File: config.mk
export PLATFORM = sky130hd
export DESIGN_NAME = mmg_ctrl
export DESIGN_NICKNAME = d
export VERILOG_FILES = /design/src/rtl/mmg_pkg.sv /design/src/rtl/mmg_ctrl.sv
export SDC_FILE = /design/constraint.sdc
export NUM_CORES = 1
export LEC_CHECK = 0
export BUFFER_PORTS_ARGS = -buffer_cell sky130_fd_sc_hd__buf_2
export CORE_MARGIN = 3
export CORE_UTILIZATION = 30
export CTS_CLUSTER_DIAMETER = 80
export DETAILED_ROUTE_END_ITERATION = 7
export SLEW_MARGIN = 20
export SYNTH_ARGS = -nofsm -noshare
export SYNTH_HDL_FRONTEND = slang
export SYNTH_SLANG_ARGS = --single-unit
File: constraint.sdc
create_clock -name clk_i -period 8.05 [get_ports clk_i]
set_input_delay 0.4025 -clock clk_i [delete_from_list [all_inputs] [get_ports clk_i]]
set_output_delay 0.4025 -clock clk_i [all_outputs]
set_load 0.1 [all_outputs]
File: src/rtl/mmg_pkg.sv
// ----------------------------------------------------------------------------
// mmg_pkg
// Shared types, codes and constants of the matrix product engine.
// ----------------------------------------------------------------------------
package mmg_pkg;

  localparam int unsigned MAX_DIM_DEF   = 8;
  localparam int unsigned FRAC_BITS_DEF = 16;

  localparam int unsigned OP_W      = 4;
  localparam int unsigned POS_W     = 3;
  localparam int unsigned VAL_W     = 32;
  localparam int unsigned DIM_CFG_W = 4;
  localparam int unsigned CFG_IDX_W = 2;

  localparam int unsigned NUM_STORES = 6;

  localparam logic STATUS_OK    = 1'b0;
  localparam logic STATUS_RANGE = 1'b1;

  typedef enum logic [OP_W-1:0] {
    OP_LOAD_A  = 4'd0,
    OP_LOAD_B  = 4'd1,
    OP_LOAD_G  = 4'd2,
    OP_LOAD_GA = 4'd3,
    OP_LOAD_GB = 4'd4,
    OP_FWD     = 4'd5,
    OP_BWD     = 4'd6,
    OP_READ_P  = 4'd7,
    OP_READ_GA = 4'd8,
    OP_READ_GB = 4'd9
  } op_e;

  typedef enum logic [CFG_IDX_W-1:0] {
    CFG_ROWS  = 2'd0,
    CFG_INNER = 2'd1,
    CFG_COLS  = 2'd2
  } cfg_idx_e;

  typedef enum logic [2:0] {
    ST_A  = 3'd0,
    ST_B  = 3'd1,
    ST_G  = 3'd2,
    ST_P  = 3'd3,
    ST_GA = 3'd4,
    ST_GB = 3'd5
  } store_e;

  typedef struct packed {
    logic   wr_en;
    store_e wr_sel;
    logic   wr_acc;
    store_e x_sel;
    store_e y_sel;
    logic   mul_en;
    logic   scale;
    logic   acc_clr;
    logic   acc_add;
    logic   out_load;
    logic   out_from_x;
    logic   out_status;
  } dp_cmd_t;

endpackage

File: src/rtl/mmg_ctrl.sv
// ----------------------------------------------------------------------------
// mmg_ctrl
// Sequencer: item decode, range checks, size registers and the loop walk of
// the forward and backward passes over the shared multiply-accumulate.
// ----------------------------------------------------------------------------
module mmg_ctrl import mmg_pkg::*; #(
  parameter int unsigned MAX_DIM = MAX_DIM_DEF,
  parameter int unsigned IDX_W   = (MAX_DIM > 1) ? $clog2(MAX_DIM) : 1,
  parameter int unsigned ADDR_W  = (MAX_DIM > 1) ? $clog2(MAX_DIM * MAX_DIM) : 1
) (
  input  logic                 clk_i,
  input  logic                 rst_ni,
  input  logic                 in_valid_i,
  output logic                 in_ready_o,
  input  logic [OP_W-1:0]      op_i,
  input  logic [POS_W-1:0]     row_i,
  input  logic [POS_W-1:0]     col_i,
  input  logic                 cfg_valid_i,
  output logic                 cfg_ready_o,
  input  logic [CFG_IDX_W-1:0] cfg_index_i,
  input  logic [DIM_CFG_W-1:0] cfg_data_i,
  output logic                 out_valid_o,
  input  logic                 out_ready_i,
  output dp_cmd_t              cmd_o,
  output logic [ADDR_W-1:0]    wr_addr_o,
  output logic [ADDR_W-1:0]    x_addr_o,
  output logic [ADDR_W-1:0]    y_addr_o
);

  localparam int unsigned CNT_W = $clog2(MAX_DIM + 1);
  localparam int unsigned CMP_W = (CNT_W > POS_W) ? CNT_W : POS_W;

  typedef enum logic [2:0] {
    S_IDLE, S_READ, S_ISSUE, S_MUL, S_ACC, S_WRITE
  } state_e;

  typedef enum logic [1:0] {
    PH_FWD, PH_GA, PH_GB
  } phase_e;

  state_e               state_q;
  phase_e               phase_q;
  logic [IDX_W-1:0]     c0_q, c1_q, c2_q;
  logic                 init_q;
  logic                 out_valid_q;
  logic [DIM_CFG_W-1:0] rows_q, inner_q, cols_q;

  logic [CNT_W-1:0]  nr, nk, nc, n0, n1, n2, lim_r, lim_c;
  logic [IDX_W-1:0]  ii, jj, kk;
  logic              last0, last1, last2, range_err, out_free, accept;
  logic [ADDR_W-1:0] in_addr, dest_addr;
  store_e            in_sel, dest_sel;

  function automatic logic [CNT_W-1:0] eff_dim(input logic [DIM_CFG_W-1:0] v);
    logic [CNT_W-1:0] r;
    if (v == '0) begin
      r = CNT_W'(1);
    end else if (32'(v) > MAX_DIM) begin
      r = CNT_W'(MAX_DIM);
    end else begin
      r = CNT_W'(v);
    end
    return r;
  endfunction

  function automatic logic [ADDR_W-1:0] cell_addr(input logic [IDX_W-1:0] r,
                                                  input logic [IDX_W-1:0] c);
    return ADDR_W'(32'(r) * MAX_DIM + 32'(c));
  endfunction

  assign nr = eff_dim(rows_q);
  assign nk = eff_dim(inner_q);
  assign nc = eff_dim(cols_q);

  assign out_free    = !out_valid_q || out_ready_i;
  assign in_ready_o  = (state_q == S_IDLE) && out_free;
  assign accept      = in_valid_i && in_ready_o;
  assign out_valid_o = out_valid_q;
  assign cfg_ready_o = 1'b1;

  always_comb begin
    lim_r  = nr;
    lim_c  = nk;
    in_sel = ST_A;
    case (op_e'(op_i))
      OP_LOAD_A:  begin lim_r = nr; lim_c = nk; in_sel = ST_A;  end
      OP_LOAD_B:  begin lim_r = nk; lim_c = nc; in_sel = ST_B;  end
      OP_LOAD_G:  begin lim_r = nr; lim_c = nc; in_sel = ST_G;  end
      OP_LOAD_GA: begin lim_r = nr; lim_c = nk; in_sel = ST_GA; end
      OP_LOAD_GB: begin lim_r = nk; lim_c = nc; in_sel = ST_GB; end
      OP_READ_P:  begin lim_r = nr; lim_c = nc; in_sel = ST_P;  end
      OP_READ_GA: begin lim_r = nr; lim_c = nk; in_sel = ST_GA; end
      OP_READ_GB: begin lim_r = nk; lim_c = nc; in_sel = ST_GB; end
      default:    begin lim_r = nr; lim_c = nk; in_sel = ST_A;  end
    endcase
  end

  assign range_err = (CMP_W'(row_i) >= CMP_W'(lim_r)) || (CMP_W'(col_i) >= CMP_W'(lim_c));
  assign in_addr   = cell_addr(IDX_W'(row_i), IDX_W'(col_i));

  always_comb begin
    case (phase_q)
      PH_GA: begin
        n0 = nr; n1 = nk; n2 = nc;
        ii = c0_q; kk = c1_q; jj = c2_q;
        dest_sel = ST_GA;
      end
      PH_GB: begin
        n0 = nk; n1 = nc; n2 = nr;
        kk = c0_q; jj = c1_q; ii = c2_q;
        dest_sel = ST_GB;
      end
      default: begin
        n0 = nr; n1 = nc; n2 = nk;
        ii = c0_q; jj = c1_q; kk = c2_q;
        dest_sel = ST_P;
      end
    endcase
  end

  assign last0     = (CNT_W'(c0_q) == n0 - CNT_W'(1));
  assign last1     = (CNT_W'(c1_q) == n1 - CNT_W'(1));
  assign last2     = (CNT_W'(c2_q) == n2 - CNT_W'(1));
  assign dest_addr = cell_addr(c0_q, c1_q);

  always_comb begin
    cmd_o     = '0;
    cmd_o.wr_sel = ST_A;
    cmd_o.x_sel  = ST_A;
    cmd_o.y_sel  = ST_A;
    wr_addr_o = dest_addr;
    x_addr_o  = in_addr;
    y_addr_o  = in_addr;
    case (state_q)
      S_IDLE: begin
        if (accept) begin
          case (op_e'(op_i))
            OP_LOAD_A, OP_LOAD_B, OP_LOAD_G, OP_LOAD_GA, OP_LOAD_GB: begin
              cmd_o.wr_en      = !range_err;
              cmd_o.wr_sel     = in_sel;
              wr_addr_o        = in_addr;
              cmd_o.out_load   = 1'b1;
              cmd_o.out_status = range_err ? STATUS_RANGE : STATUS_OK;
            end
            OP_FWD, OP_BWD: begin
              cmd_o.acc_clr = 1'b1;
            end
            OP_READ_P, OP_READ_GA, OP_READ_GB: begin
              cmd_o.x_sel      = in_sel;
              cmd_o.out_load   = range_err;
              cmd_o.out_status = STATUS_RANGE;
            end
            default: begin
              cmd_o.acc_clr = 1'b0;
            end
          endcase
        end
      end
      S_READ: begin
        cmd_o.out_load   = 1'b1;
        cmd_o.out_from_x = 1'b1;
        cmd_o.out_status = STATUS_OK;
      end
      S_ISSUE: begin
        if (init_q) begin
          cmd_o.x_sel = dest_sel;
          x_addr_o    = dest_addr;
        end else begin
          case (phase_q)
            PH_GA: begin
              cmd_o.x_sel = ST_G; x_addr_o = cell_addr(ii, jj);
              cmd_o.y_sel = ST_B; y_addr_o = cell_addr(kk, jj);
            end
            PH_GB: begin
              cmd_o.x_sel = ST_A; x_addr_o = cell_addr(ii, kk);
              cmd_o.y_sel = ST_G; y_addr_o = cell_addr(ii, jj);
            end
            default: begin
              cmd_o.x_sel = ST_A; x_addr_o = cell_addr(ii, kk);
              cmd_o.y_sel = ST_B; y_addr_o = cell_addr(kk, jj);
            end
          endcase
        end
      end
      S_MUL: begin
        cmd_o.mul_en = 1'b1;
        cmd_o.scale  = init_q;
      end
      S_ACC: begin
        cmd_o.acc_add = 1'b1;
      end
      S_WRITE: begin
        cmd_o.wr_en      = 1'b1;
        cmd_o.wr_acc     = 1'b1;
        cmd_o.wr_sel     = dest_sel;
        cmd_o.acc_clr    = 1'b1;
        cmd_o.out_load   = last0 && last1 && (phase_q != PH_GA);
        cmd_o.out_status = STATUS_OK;
      end
      default: begin
        cmd_o.acc_clr = 1'b0;
      end
    endcase
  end

  always_ff @(posedge clk_i or negedge rst_ni) begin
    if (!rst_ni) begin
      state_q     <= S_IDLE;
      phase_q     <= PH_FWD;
      c0_q        <= '0;
      c1_q        <= '0;
      c2_q        <= '0;
      init_q      <= 1'b0;
      out_valid_q <= 1'b0;
      rows_q      <= DIM_CFG_W'(MAX_DIM_DEF);
      inner_q     <= DIM_CFG_W'(MAX_DIM_DEF);
      cols_q      <= DIM_CFG_W'(MAX_DIM_DEF);
    end else begin
      if (cfg_valid_i) begin
        case (cfg_idx_e'(cfg_index_i))
          CFG_ROWS:  rows_q  <= cfg_data_i;
          CFG_INNER: inner_q <= cfg_data_i;
          CFG_COLS:  cols_q  <= cfg_data_i;
          default:   rows_q  <= rows_q;
        endcase
      end

      if (cmd_o.out_load) begin
        out_valid_q <= 1'b1;
      end else if (out_ready_i) begin
        out_valid_q <= 1'b0;
      end

      case (state_q)
        S_IDLE: begin
          if (accept) begin
            case (op_e'(op_i))
              OP_FWD, OP_BWD: begin
                state_q <= S_ISSUE;
                phase_q <= (op_e'(op_i) == OP_FWD) ? PH_FWD : PH_GA;
                init_q  <= (op_e'(op_i) == OP_BWD);
                c0_q    <= '0;
                c1_q    <= '0;
                c2_q    <= '0;
              end
              OP_READ_P, OP_READ_GA, OP_READ_GB: begin
                if (!range_err) begin
                  state_q <= S_READ;
                end
              end
              default: begin
                state_q <= S_IDLE;
              end
            endcase
          end
        end
        S_READ:  state_q <= S_IDLE;
        S_ISSUE: state_q <= S_MUL;
        S_MUL:   state_q <= S_ACC;
        S_ACC: begin
          if (init_q) begin
            init_q  <= 1'b0;
            state_q <= S_ISSUE;
          end else if (last2) begin
            state_q <= S_WRITE;
          end else begin
            c2_q    <= c2_q + IDX_W'(1);
            state_q <= S_ISSUE;
          end
        end
        S_WRITE: begin
          c2_q    <= '0;
          init_q  <= (phase_q != PH_FWD);
          state_q <= S_ISSUE;
          if (last1) begin
            c1_q <= '0;
            if (last0) begin
              c0_q <= '0;
              if (phase_q == PH_GA) begin
                phase_q <= PH_GB;
              end else begin
                state_q <= S_IDLE;
              end
            end else begin
              c0_q <= c0_q + IDX_W'(1);
            end
          end else begin
            c1_q <= c1_q + IDX_W'(1);
          end
        end
        default: state_q <= S_IDLE;
      endcase
    end
  end

endmodule

==> run summary <==
RUN STATUS
----------------------------------------------------------------------------------------
Outcome ................................................................... finished clean

CLOCKING
----------------------------------------------------------------------------------------
Cts bufs inserted .........................................................            3
Clock transition at the registers of the reported paths ...................       100 ps
Total setup buffers inserted after CTS ....................................            0
CTS tree ..................................................................          yes
Root buffer selected by CTS ............................................... sky130_fd_sc_hd__clkbuf_8
Insertion delay to the later sink of the worst-skew pair ..................       280 ps
Clock tree sinks ..........................................................           28
Depth of the CTS H-tree ...................................................            1
Resized cells post-CTS ....................................................            0
Number of buffers added to fix hold violations after cts ..................            0
Max clock buf depth .......................................................            2

DIE
----------------------------------------------------------------------------------------
Initial cell density of the core ..........................................       0.3152
Horiz. Die Dim ............................................................     102.7 um
Floorplan die height ......................................................     102.7 um
Io pins ...................................................................           60
Core area ................................................................. 0.008891 mm2
Die Outline Area ..........................................................  0.01054 mm2
Row cnt ...................................................................           34

SYNTH
----------------------------------------------------------------------------------------
Number of enable-type register cells in the synthesized netlist ...........            0
Adder-cell share of the synthesized area ..................................      0.07143
Proportion of synthesized flip-flops having asynchronous set or reset .....        1.000
Main combinational cell family by area after synthesis .................... simple AND/OR/NAND/NOR gates
Number of distinct library cells after synthesis ..........................           59
Cell type contributing the most total cell area after synthesis ........... sky130_fd_sc_hd__dfrtp_1
Sequential-to-total area share from yosys stat ............................       0.2513
Simple-gate share of the synthesized area .................................       0.2607
Avg Cell Area, Syn ........................................................    7.962 um2
Most used flip-flop cell after synthesis .................................. sky130_fd_sc_hd__dfrtp_1
Area share of xor/xnor cells in the synthesized design ....................      0.03437
Post-Syn Nets .............................................................          389
Number of storage elements in the synthesis netlist .......................           28
Area of the mapped netlist ................................................ 0.002803 mm2
Top post-synthesis cells by area .......................................... sky130_fd_sc_hd__dfrtp_1 22%, sky130_fd_sc_hd__ha_1 7.1%, sky130_fd_sc_hd__nand2_1 6.3%, sky130_fd_sc_hd__mux2_2 6.0%, sky130_fd_sc_hd__a21oi_1 4.8%
Proportion of synthesized area in mux cells ...............................      0.09955
Synthesis Warnings ........................................................            0
Gate count after technology mapping .......................................          352
Complex-gate fraction of the synthesized area .............................       0.2183
Top cells by instance count after synthesis ............................... 47 x sky130_fd_sc_hd__nand2_1, 27 x sky130_fd_sc_hd__a21oi_1, 25 x sky130_fd_sc_hd__dfrtp_1, 25 x sky130_fd_sc_hd__nor2_1, 22 x sky130_fd_sc_hd__o21ai_0
Most instantiated library cell after synthesis ............................ sky130_fd_sc_hd__nand2_1
Proportion of netlist area held by the largest area contributor ...........       0.2232

ROUTING
----------------------------------------------------------------------------------------
Via Count .................................................................         2693
Number of search-and-repair iterations in the first detailed-routing pass .            4
Per-cell via count in the routed design ...................................        5.386
Antenna Violating Nets Remaining ..........................................            0
Count of unresolved DRC violations after routing ..........................            0
Iteration-0 DRC count of the detailed router ..............................          149
Routed WL .................................................................      8190 um
Post-DR wirelength/cell ...................................................     16.38 um

TIMING
----------------------------------------------------------------------------------------
Final Skew ................................................................     5.201 ps
Worst slew pin tran .......................................................     761.2 ps
Worst hold margin .........................................................     146.3 ps
Hold Violations, Final ....................................................            0
Setup-violating endpoint count in the final report ........................            0
Setup repair after global routing missed its margin .......................           no
Worst slew slack as a fraction of its limit ...............................       0.4906
Share of the cycle needed by the critical path after routing ..............       0.5372
Setup_tns .................................................................         0 ps
Final worst path period need ..............................................      4325 ps
Number of pins exceeding their max-slew limit in the final report .........            0
Worst Setup Slack, final ..................................................      3725 ps
Fmax ......................................................................    231.2 MHz

PWR
----------------------------------------------------------------------------------------
Net switching share of the total power ....................................       0.5874
P_int .....................................................................     404.2 uW
Part of the total power dissipated in combinational logic .................        0.669
Leak ......................................................................     1.513 nW
Sequential Power Share ....................................................        0.239
Power density cells ....................................................... 309.1 mW/mm2
Worst voltage drop across the vdd grid ....................................    0.1394 mV
Clock share of power ......................................................        0.092
Net Switching .............................................................     575.5 uW

PLACEMENT
----------------------------------------------------------------------------------------
Half-perimeter wire length of the detailed placement result ...............      6397 um
Quantity of I/O buffers inserted on ports .................................           57
Placement Setup Slack .....................................................      4092 ps
Final weighted congestion in routability-driven placement .................       0.9111

GRT
----------------------------------------------------------------------------------------
Total gr overflow .........................................................            0
Antenna violations before repair ..........................................            0
Via count of the first global-routing pass ................................         2624
Maximum number of pins on one net before global-route repair ..............           29
Global-route wire length before repair ....................................     13100 um
GRT Resource Usage Total ..................................................       0.1573

FINISH
----------------------------------------------------------------------------------------
# nets final ..............................................................          430
Multi-input gate area in the final layout ................................. 0.001926 mm2
Sequential Area ...........................................................    704.4 um2
Number of fill cells in the layout ........................................          933
Inserted Diodes ...........................................................            0
Post-synthesis to final-layout area growth ................................       13.08%
Share of post-route cells with drive strength above 1 .....................       0.2449

MIN PATH
----------------------------------------------------------------------------------------
Hold Crit Class ...........................................................  in -> async

SETUP PATH
----------------------------------------------------------------------------------------
Critical path data required time ..........................................      7650 ps
Kind of end point of the critical path ....................................   output pin
Worst Path Class, Setup ...................................................   reg -> out
CP Buf/Inv Count ..........................................................            3
Max FO, Critical Path .....................................................           17
Slack of the worst reg-to-reg path ........................................      4370 ps
Slowest stage cell, crit path ............................................. sky130_fd_sc_hd__ha_1
Crit-path leading delay family ............................................ simple AND/OR/NAND/NOR gates
Kind of launch point of the worst setup path ..............................     register
Cell breakdown of the critical path ....................................... inv_1 > ha_1 > inv_2 > o32a_1 > ha_1 > xnor2_1 > or3_1 > nand3_1 > or4_4 > nor3_2 > a2111o_1 > buf_2
Critical Path AT ..........................................................      3920 ps
Cell type with the highest occurrence count on the critical path .......... sky130_fd_sc_hd__ha_1
Largest incremental delay on the critical path ............................       600 ps

FLOW RUN
----------------------------------------------------------------------------------------
Maximum capacitance violations ............................................            0

==> power groups by stage <==
stage	Sequential (mW)	Clock, mW	Combinational (mW)
after detailed placement	0.235	0	0.653
final	0.234	0.0902	0.656
after CTS	0.232	0.0930	0.655
after global placement	0.235	0	0.645
after floorplan	0.215	0	0.558
after global routing	0.240	0.0976	0.711
==> flip-flops by register name (all words and copies together), names as in the netlist <==
signal and count:
phase_q 2, init_q 1, inner_q 4, rows_q 4
c1_q 3, c2_q 3, c0_q 3, out_valid_o 1
state_q 3, cols_q 4
==> final timing paths <==
kind / from / endpoint / depth (start not counted)
max: phase_q[1] / cmd_o[2] / 12
min reg2reg: cols_q[0] / cols_q[0] / 1
min in group clk_i: cfg_data_i[2] / rows_q[2] / 2
max reg2reg: phase_q[1] / c2_q[0] / 13
max in group asynchronous: rst_ni / c1_q[0] / 1
min: rst_ni / rows_q[1] / 1
==> metrics by stage <==
step	utilization	instance area (um2)	instances	power (mW)
2_1_floorplan	-	2803	352	0.7725
3_3_place_gp	0.3503	3114	496	0.8796
3_5_place_dp	0.3503	3114	496	0.8873
4_1_cts	0.3565	3169	500	0.9802
5_1_grt	0.3565	3169	500	1.049
6_report	0.3565	3169	500	0.9798
==> cell usage in the layout (no fill, tap or decap), types with 3 or more instances in the layout <==
cell type	n
sky130_fd_sc_hd__a31oi_1	6
sky130_fd_sc_hd__nand3_1	11
sky130_fd_sc_hd__inv_1	15
sky130_fd_sc_hd__mux2_2	15
sky130_fd_sc_hd__xor2_1	7
sky130_fd_sc_hd__o22ai_1	4
sky130_fd_sc_hd__nor2b_1	5
sky130_fd_sc_hd__xnor2_1	4
sky130_fd_sc_hd__mux2i_1	11
sky130_fd_sc_hd__dfrtp_1	25
sky130_fd_sc_hd__o31ai_1	3
sky130_fd_sc_hd__a21oi_1	27
sky130_fd_sc_hd__ha_1	16
sky130_fd_sc_hd__a21o_1	4
sky130_fd_sc_hd__clkbuf_8	4
sky130_fd_sc_hd__or3_1	3
sky130_fd_sc_hd__nor2_1	25
sky130_fd_sc_hd__nand3b_1	3
sky130_fd_sc_hd__nand2b_1	9
sky130_fd_sc_hd__o21ai_0	22
sky130_fd_sc_hd__nor3b_1	9
sky130_fd_sc_hd__o32ai_1	3
sky130_fd_sc_hd__nor3_1	3
sky130_fd_sc_hd__and3_1	5
sky130_fd_sc_hd__o21ba_2	3
sky130_fd_sc_hd__buf_2	57
sky130_fd_sc_hd__and2_1	8
sky130_fd_sc_hd__nand2_1	47
sky130_fd_sc_hd__dfstp_2	3
==> logic make-up (layout without fill, tap and decap cells) <==
group                      after synthesis  after routing
DFF                                     28             28
buffers and inverters                   38             78
muxes                                   26             26
adders and majority gates               16             16
xor gates and xnor gates                11             11
and+or+nand+nor                        140            140
AOI/OAI and AO/OA                       91             91
other                                    2              2
==> routing by layer <==
metal,GRT usage,up-vias,part of all wire
met5,0,-,0
met4,0.03935,0,0.022
met3,0.03180,16,0.058
met2,0.2617,85,0.46
met1,0.2087,1268,0.46
li1,-,1324,-
==> layout make-up <==
type,count,area share
Inverter,17,0.02013
Timing Repair Buffer,57,0.09001
Multi-Input combinational cell,286,0.6076
Clock buffer,4,0.01737
Tap cell,108,0.04264
Sequential cell,28,0.2223
Power figures use the tool's default switching activity.
